## config.mk

```make
export PLATFORM = sky130hd
export DESIGN_NAME = boot_image_validator
export DESIGN_NICKNAME = d
export VERILOG_FILES = /design/src/rtl/biv_pkg.sv /design/src/rtl/biv_cfg.sv /design/src/rtl/boot_image_validator.sv
export SDC_FILE = /design/constraint.sdc
export NUM_CORES = 1
export LEC_CHECK = 0
export BUFFER_PORTS_ARGS = -buffer_cell sky130_fd_sc_hd__clkbuf_2
export CAP_MARGIN = 15
export CORE_ASPECT_RATIO = 1.1
export CORE_MARGIN = 2
export CORE_UTILIZATION = 48
export CTS_BUF_LIST = sky130_fd_sc_hd__clkbuf_4 sky130_fd_sc_hd__clkbuf_8 sky130_fd_sc_hd__clkbuf_16
export DETAILED_ROUTE_END_ITERATION = 6
export PLACE_DENSITY = 0.75
export SETUP_SLACK_MARGIN = 0.5
export SLEW_MARGIN = 25
export SYNTH_ARGS = -nofsm -noshare
export SYNTH_HDL_FRONTEND = slang
export SYNTH_SLANG_ARGS = --single-unit
```

## constraint.sdc

```tcl
create_clock -name i_clk -period 7.1 [get_ports i_clk]
set_clock_uncertainty 0.2 [all_clocks]
set_input_delay 1.42 -clock i_clk [delete_from_list [all_inputs] [get_ports i_clk]]
set_output_delay 1.42 -clock i_clk [all_outputs]
set_load 0.05 [all_outputs]
```

## src/rtl/biv_pkg.sv

```systemverilog
// Boot image validator package: status codes, register indexes, config struct,
// CRC-32 byte update. Used by every module of the block.
`default_nettype none

package biv_pkg;

    localparam int unsigned WORD_W = 32;
    localparam int unsigned BYTE_W = 8;
    localparam int unsigned VEC_BYTES = 8;
    localparam int unsigned VEC_W = VEC_BYTES * BYTE_W;
    localparam int unsigned CFG_IDX_W = 3;

    localparam logic [WORD_W-1:0] CRC_POLY = 32'hEDB8_8320;
    localparam logic [WORD_W-1:0] CRC_INIT = 32'hFFFF_FFFF;
    localparam logic [WORD_W-1:0] CRC_XOROUT = 32'hFFFF_FFFF;
    localparam logic [WORD_W-1:0] MIN_LENGTH = WORD_W'(VEC_BYTES);
    localparam logic [1:0] STACK_ALIGN_MASK = 2'b11;

    localparam logic [CFG_IDX_W-1:0] CFG_MAGIC = 3'd0;
    localparam logic [CFG_IDX_W-1:0] CFG_VERSION = 3'd1;
    localparam logic [CFG_IDX_W-1:0] CFG_MCU = 3'd2;
    localparam logic [CFG_IDX_W-1:0] CFG_PRODUCT = 3'd3;
    localparam logic [CFG_IDX_W-1:0] CFG_APP_BASE = 3'd4;
    localparam logic [CFG_IDX_W-1:0] CFG_APP_END = 3'd5;
    localparam logic [CFG_IDX_W-1:0] CFG_RAM_BASE = 3'd6;
    localparam logic [CFG_IDX_W-1:0] CFG_RAM_END = 3'd7;

    typedef enum logic [3:0] {
        ST_OK      = 4'd0,
        ST_MAGIC   = 4'd1,
        ST_VERSION = 4'd2,
        ST_TARGET  = 4'd3,
        ST_SIZE    = 4'd4,
        ST_READ    = 4'd5,
        ST_CRC     = 4'd6,
        ST_STACK   = 4'd7,
        ST_RESET   = 4'd8
    } t_status;

    typedef struct packed {
        logic [WORD_W-1:0] expected_magic;
        logic [WORD_W-1:0] expected_version;
        logic [WORD_W-1:0] target_mcu;
        logic [WORD_W-1:0] target_product;
        logic [WORD_W-1:0] app_base;
        logic [WORD_W-1:0] app_end;
        logic [WORD_W-1:0] ram_base;
        logic [WORD_W-1:0] ram_end;
    } t_cfg;

    // Reflected CRC-32, one byte: eight shift steps, flattens to an XOR network.
    function automatic logic [WORD_W-1:0] crc_byte(input logic [WORD_W-1:0] crc,
                                                   input logic [BYTE_W-1:0] data);
        logic [WORD_W-1:0] c;
        c = crc ^ {{(WORD_W-BYTE_W){1'b0}}, data};
        for (int k = 0; k < BYTE_W; k++) begin
            c = c[0] ? ((c >> 1) ^ CRC_POLY) : (c >> 1);
        end
        return c;
    endfunction

endpackage

`default_nettype wire

```

## src/rtl/biv_cfg.sv

```systemverilog
// Configuration register file of the boot image validator.
// Depends on biv_pkg for the register indexes and the t_cfg struct.
`default_nettype none

module biv_cfg (
    input  wire logic                           i_clk,
    input  wire logic                           i_rst_n,
    input  wire logic                           i_cfg_we,
    input  wire logic [biv_pkg::CFG_IDX_W-1:0]  i_cfg_idx,
    input  wire logic [biv_pkg::WORD_W-1:0]     i_cfg_data,
    output biv_pkg::t_cfg                       o_cfg
);
    import biv_pkg::*;

    t_cfg r_cfg;
    t_cfg n_cfg;

    always_comb begin
        n_cfg = r_cfg;
        if (i_cfg_we) begin
            case (i_cfg_idx)
                CFG_MAGIC:     n_cfg.expected_magic = i_cfg_data;
                CFG_VERSION:   n_cfg.expected_version = i_cfg_data;
                CFG_MCU:       n_cfg.target_mcu = i_cfg_data;
                CFG_PRODUCT:   n_cfg.target_product = i_cfg_data;
                CFG_APP_BASE:  n_cfg.app_base = i_cfg_data;
                CFG_APP_END:   n_cfg.app_end = i_cfg_data;
                CFG_RAM_BASE:  n_cfg.ram_base = i_cfg_data;
                CFG_RAM_END:   n_cfg.ram_end = i_cfg_data;
                default:       n_cfg = r_cfg;
            endcase
        end
    end

    always_ff @(posedge i_clk) begin
        if (!i_rst_n) begin
            r_cfg <= '0;
        end else begin
            r_cfg <= n_cfg;
        end
    end

    assign o_cfg = r_cfg;

endmodule

`default_nettype wire

```

## src/rtl/boot_image_validator.sv

```systemverilog
// Boot image validator: takes one word per cycle, manifest or image byte, with
// no gaps needed between words. A result is held in an output register and
// shows in the cycle after the word that caused it; the next word is taken while
// that result waits, as long as the output register is empty or being read.
// The rate is one word per cycle while o_in_ready holds, set by the CRC-32 byte update
// and state update that each word passes through. Manifest failures and read
// errors report status with crc_value zero; the last image byte reports the
// CRC, stack pointer and reset vector checks. Depends on biv_pkg and biv_cfg.
`default_nettype none

module boot_image_validator (
    input  wire logic                           i_clk,
    input  wire logic                           i_rst_n,
    // configuration write port
    input  wire logic                           i_cfg_we,
    input  wire logic [biv_pkg::CFG_IDX_W-1:0]  i_cfg_idx,
    input  wire logic [biv_pkg::WORD_W-1:0]     i_cfg_data,
    // input channel
    input  wire logic                           i_in_valid,
    output logic                                o_in_ready,
    input  wire logic                           i_func,
    input  wire logic [biv_pkg::WORD_W-1:0]     i_image_magic,
    input  wire logic [biv_pkg::WORD_W-1:0]     i_image_version,
    input  wire logic [biv_pkg::WORD_W-1:0]     i_image_mcu,
    input  wire logic [biv_pkg::WORD_W-1:0]     i_image_product,
    input  wire logic [biv_pkg::WORD_W-1:0]     i_image_length,
    input  wire logic [biv_pkg::WORD_W-1:0]     i_image_checksum,
    input  wire logic [biv_pkg::BYTE_W-1:0]     i_data_byte,
    input  wire logic                           i_read_failed,
    // output channel
    output logic                                o_out_valid,
    input  wire logic                           i_out_ready,
    output logic [3:0]                          o_status,
    output logic [biv_pkg::WORD_W-1:0]          o_crc_value
);
    import biv_pkg::*;

    t_cfg cfg;

    biv_cfg u_cfg (
        .i_clk      (i_clk),
        .i_rst_n    (i_rst_n),
        .i_cfg_we   (i_cfg_we),
        .i_cfg_idx  (i_cfg_idx),
        .i_cfg_data (i_cfg_data),
        .o_cfg      (cfg)
    );

    // streaming state
    logic              r_phase, n_phase;
    logic [WORD_W-1:0] r_crc, n_crc;
    logic [WORD_W-1:0] r_seen, n_seen;
    logic [WORD_W-1:0] r_len, n_len;
    logic [WORD_W-1:0] r_chk, n_chk;
    logic [VEC_W-1:0]  r_vec, n_vec;

    // output register
    logic              r_out_valid;
    t_status           r_out_status;
    logic [WORD_W-1:0] r_out_crc;

    logic              accept;
    logic              res_valid;
    t_status           res_status;
    logic [WORD_W-1:0] res_crc;

    logic [WORD_W-1:0] area;
    logic [WORD_W-1:0] seen_inc;
    logic [WORD_W-1:0] crc_step;
    logic [WORD_W-1:0] crc_final;
    logic [WORD_W-1:0] msp;
    logic [WORD_W-1:0] rst_vec;
    logic [WORD_W-1:0] rst_addr;

    assign o_in_ready = !r_out_valid || i_out_ready;
    assign accept = i_in_valid && o_in_ready;

    assign area = cfg.app_end - cfg.app_base;
    assign seen_inc = r_seen + WORD_W'(1);
    assign crc_step = crc_byte(r_crc, i_data_byte);
    assign crc_final = crc_step ^ CRC_XOROUT;

    always_comb begin
        n_phase = r_phase;
        n_crc = r_crc;
        n_seen = r_seen;
        n_len = r_len;
        n_chk = r_chk;
        n_vec = r_vec;
        res_valid = 1'b0;
        res_status = ST_OK;
        res_crc = '0;

        // capture the vector table bytes as they pass
        if (r_seen[WORD_W-1:3] == '0) begin
            for (int k = 0; k < VEC_BYTES; k++) begin
                if (r_seen[2:0] == 3'(k)) begin
                    n_vec[k*BYTE_W +: BYTE_W] = i_data_byte;
                end
            end
        end
        msp = n_vec[WORD_W-1:0];
        rst_vec = n_vec[VEC_W-1:WORD_W];
        rst_addr = {rst_vec[WORD_W-1:1], 1'b0};

        if (!accept) begin
            n_vec = r_vec;
        end else if (!i_func) begin
            // manifest: restart, then check fields in order
            n_phase = 1'b0;
            n_crc = CRC_INIT;
            n_seen = '0;
            n_vec = '0;
            n_len = i_image_length;
            n_chk = i_image_checksum;
            res_valid = 1'b1;
            if (i_image_magic != cfg.expected_magic) begin
                res_status = ST_MAGIC;
            end else if (i_image_version != cfg.expected_version) begin
                res_status = ST_VERSION;
            end else if (i_image_mcu != cfg.target_mcu ||
                         i_image_product != cfg.target_product) begin
                res_status = ST_TARGET;
            end else if (i_image_length < MIN_LENGTH || i_image_length > area) begin
                res_status = ST_SIZE;
            end else begin
                res_valid = 1'b0;
                n_phase = 1'b1;
            end
        end else if (!r_phase) begin
            // drop bytes outside a validation
            n_vec = r_vec;
        end else if (i_read_failed) begin
            n_vec = r_vec;
            n_phase = 1'b0;
            res_valid = 1'b1;
            res_status = ST_READ;
        end else begin
            n_crc = crc_step;
            n_seen = seen_inc;
            if (seen_inc == r_len) begin
                n_phase = 1'b0;
                res_valid = 1'b1;
                res_crc = crc_final;
                if (crc_final != r_chk) begin
                    res_status = ST_CRC;
                end else if (msp < cfg.ram_base || msp > cfg.ram_end ||
                             (msp[1:0] & STACK_ALIGN_MASK) != 2'b00) begin
                    res_status = ST_STACK;
                end else if (!rst_vec[0] || rst_addr < cfg.app_base ||
                             rst_addr >= cfg.app_end) begin
                    res_status = ST_RESET;
                end else begin
                    res_status = ST_OK;
                end
            end
        end
    end

    always_ff @(posedge i_clk) begin
        if (!i_rst_n) begin
            r_phase <= 1'b0;
            r_crc <= CRC_INIT;
            r_seen <= '0;
            r_len <= '0;
            r_chk <= '0;
            r_vec <= '0;
            r_out_valid <= 1'b0;
        end else begin
            r_phase <= n_phase;
            r_crc <= n_crc;
            r_seen <= n_seen;
            r_len <= n_len;
            r_chk <= n_chk;
            r_vec <= n_vec;
            if (accept && res_valid) begin
                r_out_valid <= 1'b1;
            end else if (i_out_ready) begin
                r_out_valid <= 1'b0;
            end
        end
    end

    // payload of the output word, loaded only with a new result
    always_ff @(posedge i_clk) begin
        if (accept && res_valid) begin
            r_out_status <= res_status;
            r_out_crc <= res_crc;
        end
    end

    assign o_out_valid = r_out_valid;
    assign o_status = r_out_status;
    assign o_crc_value = r_out_crc;

endmodule

`default_nettype wire

```

==> reports/qor.yml, run 1 <==
required_ns: 7.20
leakage_nw: 12.9
layout.cells.non_filler: 4361
ff2ff_setup_slack_ns: 1.03
fmax_ghz: 0.165
path_clk_slew_ns: 0.06
antenna_found_initial: 1
drc: 0
first_pass_iters: 5
num_rows: 93
start_kind: "register"
antenna_cells: 0
wl_per_cell_microns: 19.6
grt_pass1_vias: 23400
fp.dieArea_sq_mm: 0.0616
cts_root_buf: "clkbuf_16"
hp-class: "register to register"
worstPathCellList: "inv_1 > ha_1 > inv_1 > fa_1 > a21o_1 > a221oi_1 > a211oi_1 > o21ai_0 > o21ai_0 > a221o_1 > a211o_1 > a311oi_1 > ha_1 > o211ai_1 > a21oi_1 > a2111o_1 > a21oi_1 > a41oi_1 > o211a_1 > or2_4"
use_met1: 0.352
setup_viol: 0
worst_pin_slew_ns: 0.993
use_met3: 0.0395
maxCapViolCount: 0
place_area_sq_mm: 0.0304
grt_pass1_wl_microns: 133000
r2r_start: "u_cfg.o_cfg[64]"
ys_types: 74
max_slew_margin: 0.337
yosysSeqAreaShare: 0.352
timing.critical_path.buf_inv: 2
hpwlAfterDp_microns: 61000
hold_violations: 0
slowest_stage: "a221oi_1"
worst_r2r_path_depth: 20
synth_seq_cells: 486
port-buffer-count: 279
die_x_microns: 237
clk_latency_ns: 0.63
drive_gt1_frac: 0.142
post-route-period-util: 0.855
coreArea_sq_mm: 0.0588
htreeDepth: 2
min_period_ns: 6.07
ys_async_sr_fraction: 0
initial_core_util: 0.487
netlist_top_cells_area: "dfxtp_1 31%, nand2_1 10%, a21boi_0 8.7%"
drt_iter0_markers: 1777
setup_tns_ns: 0
grt-busiest-layer: "met2"
avgSynthCellArea_sq_um: 8.38
synth-edff-count: 36
power-per-cell-area_mw_per_mm2: 218
cp_top_family: "compound AO/OA/AOI/OAI gates"
yosysTopAreaCell: "dfxtp_1"
end_kind: "register"
synthesis.nets: 3854
peakVddDrop_mv: 0.189
fp.dieH_microns: 260
hold_start: "u_cfg.o_cfg[26]"
clk_path_buf_depth: 3
postRouteAntennaNets: 0
arrival_ns: 6.17
synthCells: 3417
grt_max_degree: 143
r2r-end: "o_crc_value[15]"
fin_area_sq_mm: 0.0323
grt-ovfl-total: 0
rsz0062_at_grt: "no"
status: "finished, final reports clean"
viasPerCell: 5.62
syn_area_sq_mm: 0.0286
vias: 24500
cpPeakStageDelay_ns: 0.56
ios: 280
worstHoldEndpoint: "u_cfg.o_cfg[26]"
cts-buffers-inserted: 53
path_class: "register to register"
hold_depth: 2
area_growth_pct: 12.8
fin_nets: 3995
netlist.area_leader.share: 0.315
critPathMaxFanout: 36
met2_usage: 0.467
place_congestion: 0.938
clock-sinks: 486
ys_warn_count: 0
ys.flop_type: "dfxtp_1"
slew_violations: 0
cts_tree: "done"
fill_cells: 5358
wirelength_microns: 85300
grtUsageTotal: 0.273
dp_cells: 4263
[per-stage QoR]
stage / hold WS, ns / setup WS (ns) / power, mW / utilization
5_1_grt: 0.285 / 0.681 / 7.31 / 0.549
3_5_place_dp: 0.259 / 0.888 / 4.02 / 0.517
6_report: 0.264 / 1.03 / 7.05 / 0.549
4_1_cts: 0.267 / 0.840 / 7.08 / 0.549
3_3_place_gp: 0.252 / 0.973 / 4.01 / 0.516
2_1_floorplan: 0.242 / 1.88 / 3.66 / -
[worst min-delay path, stage by stage (launching register included)]
cell	delay (ns)
dfxtp_1	0.31
nand2_1	0.04
a21boi_0	0.06
[sequential cells by signal, summed over array words and instances, names as in the netlist]
| name | flops |
|---|---|
| u_cfg.o_cfg | 256 |
| r_vec | 64 |
| o_crc_value | 32 |
| r_chk | 32 |
| r_crc | 32 |
| r_len | 32 |
| r_seen | 32 |
| o_status | 4 |
| o_out_valid | 1 |
| r_phase | 1 |
[worst max-delay path by stage]
stage | start | end | slack, ns | cells past startpoint
after floorplan | u_cfg.o_cfg[64] | o_crc_value[0] | 1.88 | 20
after global placement | u_cfg.o_cfg[64] | o_crc_value[12] | 0.97 | 20
after detailed placement | u_cfg.o_cfg[64] | o_crc_value[15] | 0.89 | 20
after CTS | u_cfg.o_cfg[64] | o_crc_value[15] | 0.84 | 20
after global routing | u_cfg.o_cfg[64] | o_crc_value[15] | 0.68 | 20
final | u_cfg.o_cfg[64] | o_crc_value[15] | 1.03 | 20
[cells in the mapped netlist, drive strengths merged (13+ instances only)]
cell type and n:
nand2b 13, o22ai 15, o211ai 31, clkbuf 195, edfxtp 36, nor4 54
or3 14, and2 14, nand4 64, nor3 52, a22oi 62, a211oi 13
a21o 36, xor2 153, o21ai 39, and3 29, dfxtp 450, ha 194
nor2 76, a21boi 332, nor2b 96, nand2 786, buf 20, nand3 61
o21a 26, xnor2 132, mux2 62, inv 147, a21oi 96
[routing by layer]
| layer | part of all wire | routed length [microns] |
|---|---|---|
| met1 | 0.43 | 36900 |
| met2 | 0.47 | 40300 |
| met3 | 0.061 | 5240 |
| met4 | 0.034 | 2860 |
| met5 | 0.00015 | 13 |
[what timing repair did]
action,CTS,global route
buffers inserted,0,0
gates resized for setup,0,1
setup endpoints to repair,0,36
hold buffers,0,0
[where the power goes]
group | internal, mW | leakage, nW | switching [mW] | total, mW
logic | 0.437 | 7.91 | 0.673 | 1.11
clock network | 1.85 | 0.946 | 1.22 | 3.07
registers | 2.82 | 4.00 | 0.0434 | 2.86
total | 5.11 | 12.9 | 1.94 | 7.05
[cells by family after synthesis]
logic type / after synthesis / synth area share
AO/OA/AOI/OAI: 720 / 0.179
XOR/XNOR: 299 / 0.102
adder cells (fa/ha/maj): 195 / 0.0855
buffers and inverters: 363 / 0.0502
flip-flops: 486 / 0.352
multiplexers: 67 / 0.0261
AND/OR/NAND/NOR: 1287 / 0.204
[layout by cell type, fill, tap and decap left out, drive strengths merged, types with 6 or more instances in the layout]
cell type and instances:
a211o 7, mux2 62, inv 151, nor2b 96
edfxtp 36, or3 14, clkinv 16, a31oi 6
nor3 52, buf 23, dfxtp 450, xor2 153
a22oi 62, o21bai 8, o211ai 31, o21ai 39
a21o 36, nand3 61, bufinv 11, or2 6
nor2 76, o2111ai 8, xnor2 132, clkbuf 341
o21a 26, ha 194, a21oi 96, nand2b 13
and3 29, o31ai 6, o22ai 15, and2 14
nand2 786, a211oi 13, nand4 64, a21boi 332
xnor3 12, nor4 54
[area by class of cell]
type	count	area [sq um]	area share
multi-input combinational	2568	17200	0.532
inverter	148	556	0.0172
sequential	486	10100	0.312
clock inverter	35	493	0.0153
tap	760	951	0.0294
clock buffer	63	1440	0.0446
timing repair buffer	301	1580	0.0488
(Power assumes the default switching activity.)
==> inputs of run 2 (changes only) <==
Settings changed: CAP_MARGIN 15 to default, CORE_UTILIZATION 48 to 45, PLACE_DENSITY 0.75 to 0.71.
==> run 2 against run 1 <==
Effect of this change: cell count is 2.1% higher; clock-buffer cell count up 16; clock power about the same; non-clock buffer count grew 4; global-route usage is 1.3 points lower; critical path depth did not move; largest power group unchanged; first-iteration DRC count up 0.39%; register-to-register slack improved by 0.04 ns.
==> reports/qor.yml, run 2 (synthesis results as in run 1) <==
die_x_microns: 245  # +3.2%
place_congestion: 0.934  # -0.39%
grt_max_degree: 123  # -14%
cts_root_buf: "clkbuf_16"
wl_per_cell_microns: 19.5  # -0.28%
final_cell_mix: "784 x nand2_1, 450 x dfxtp_1, 332 x a21boi_0"
worstPathCellList: "inv_1 > ha_1 > inv_1 > fa_1 > a21o_1 > a221oi_1 > a211oi_1 > o21ai_0 > o21ai_0 > a221o_1 > a211o_1 > a311oi_1 > ha_1 > o211ai_1 > a21oi_1 > a2111o_1 > a21oi_1 > a41oi_1 > o211a_1 > or2_4"
grt_pass1_vias: 23300  # -0.29%
end_kind: "register"
clk_path_buf_depth: 3  # unchanged
dp_slack_ns: 0.843  # -0.0450 ns
slowest_stage: "a221oi_1"
hold_violations: 0  # unchanged
worst_slack_ns: 1.07  # +0.0355 ns
power.switching_mw: 1.93  # -0.24%
cts_hold_buffers: 0  # unchanged
worst_pin_slew_ns: 1.05  # +0.0540 ns
path_class: "register to register"
drive_gt1_frac: 0.143  # +0.00103
setup_viol: 0  # unchanged
postRouteAntennaNets: 0  # unchanged
p_int_mw: 5.09  # -0.31%
fp.dieH_microns: 269  # +3.2%
port-buffer-count: 279  # unchanged
ios: 280  # unchanged
clock-sinks: 486  # unchanged
power-per-cell-area_mw_per_mm2: 217  # -0.70%
viasPerCell: 5.50  # -2.0%
critPathMaxFanout: 36  # unchanged
pwr-share-seq: 0.408  # +0.002
peakVddDrop_mv: 0.201  # +6.3%
largest_register_ffs: 256  # unchanged
final_common_cell: "nand2_1"
start_kind: "register"
required_ns: 7.21  # about the same
post-route-period-util: 0.850  # -0.00500
antenna_found_initial: 2  # +1
status: "finished, final reports clean"
rsz0062_at_grt: "no"
cts_tree: "done"
grtUsageTotal: 0.260  # -0.0128
maxCapViolCount: 0  # unchanged
max_slew_margin: 0.302  # -0.0345
worst_r2r_path_depth: 20  # unchanged
cpPeakStageDelay_ns: 0.50  # -0.06 ns
clkPwrFrac: 0.434  # -0.002
worstHoldEndpoint: "u_cfg.o_cfg[113]"
setup_tns_ns: 0  # unchanged
grt-ovfl-total: 0  # unchanged
r2r-end: "o_crc_value[8]"
cts-buffers-inserted: 55  # +3.8%
vias: 24500  # +0.0041%
cp_top_family: "compound AO/OA/AOI/OAI gates"
place_area_sq_mm: 0.0305  # +0.39%
hold_start: "u_cfg.o_cfg[113]"
num_rows: 97  # +4.3%
slew_violations: 0  # unchanged
whs_ns: 0.263  # -0.000260 ns
p_total_mw: 7.03  # -0.29%
drt_iter0_markers: 1784  # +0.39%
timing.critical_path.buf_inv: 2  # unchanged
grt_pass1_wl_microns: 134000  # +1.3%
initial_core_util: 0.452  # -0.0353
min_period_ns: 6.03  # -0.0355 ns
arrival_ns: 6.14  # -0.03 ns
fin_nets: 4001  # +0.15%
area_growth_pct: 13.2
htreeDepth: 2  # unchanged
wirelength_microns: 86900  # +1.8%
fin_area_sq_mm: 0.0324  # +0.41%
first_pass_iters: 5  # unchanged
drc: 0  # unchanged
coreArea_sq_mm: 0.0634  # +7.8%
ff2ff_setup_slack_ns: 1.07  # +0.04 ns
switching_share: 0.275  # about the same
r2r_start: "u_cfg.o_cfg[64]"
pwr-share-comb: 0.159  # about the same
fp.dieArea_sq_mm: 0.0657  # +6.6%
leakage_nw: 12.9  # +0.34%
hp-class: "register to register"
hold_depth: 2  # unchanged
path_clk_slew_ns: 0.06  # about the same
clk_latency_ns: 0.63  # about the same
hpwlAfterDp_microns: 61800  # +1.4%
fmax_ghz: 0.166  # +0.59%
==> run 2: worst max-delay path by stage <==
stage / to / cells past startpoint / start
finish: o_crc_value[8] / 20 / u_cfg.o_cfg[64]
global route: o_crc_value[13] / 21 / u_cfg.o_cfg[96]
CTS: o_crc_value[13] / 20 / u_cfg.o_cfg[64]
detailed placement: o_crc_value[7] / 20 / u_cfg.o_cfg[64]
global placement: o_crc_value[21] / 20 / u_cfg.o_cfg[64]
floorplan: o_crc_value[0] / 20 / u_cfg.o_cfg[64]
==> run 2: stage by stage <==
step	std cells	util
finish	4452	0.512
global placement	4348	0.481
global route	4451	0.512
detailed placement	4348	0.481
CTS	4451	0.512
floorplan	3417	-
==> run 2: repair_timing <==
| item | in CTS | in global routing |
|---|---|---|
| setup buffers | 0 | 0 |
| resized for setup | 0 | 1 |
| endpoints found under the setup margin | 0 | 36 |
==> run 2: per-layer routing <==
metal / part of all wire / routed length [microns] / track usage
met5: 0.00015 / 13 / 0
met4: 0.032 / 2780 / 0.0898
met3: 0.058 / 5050 / 0.0374
met2: 0.48 / 41500 / 0.448
met1: 0.43 / 37600 / 0.335
==> run 2: power groups by stage <==
| stage | Combinational, mW | Sequential (mW) | Clock, mW |
|---|---|---|---|
| floorplan | 0.725 | 2.94 | 0 |
| global placement | 1.09 | 2.92 | 0 |
| detailed placement | 1.10 | 2.92 | 0 |
| CTS | 1.11 | 2.86 | 3.09 |
| global route | 1.22 | 2.87 | 3.21 |
| finish | 1.11 | 2.86 | 3.05 |
==> run 2: cell type report <==
cell class | instances | area, sq um
clock buffers | 79 | 1610
flip-flops and latches | 486 | 10100
fillers | 6082 | 30900
well taps | 841 | 1050
inverters | 148 | 556
clock inverters | 24 | 333
multi-input cells | 2568 | 17200
repair buffers | 305 | 1600
diodes | 1 | 2.50
==> run 2: worst min-delay path, stage by stage, from the launching register on <==
cell	delay [ns]
dfxtp_1	0.31
nand2_1	0.05
a21boi_0	0.06
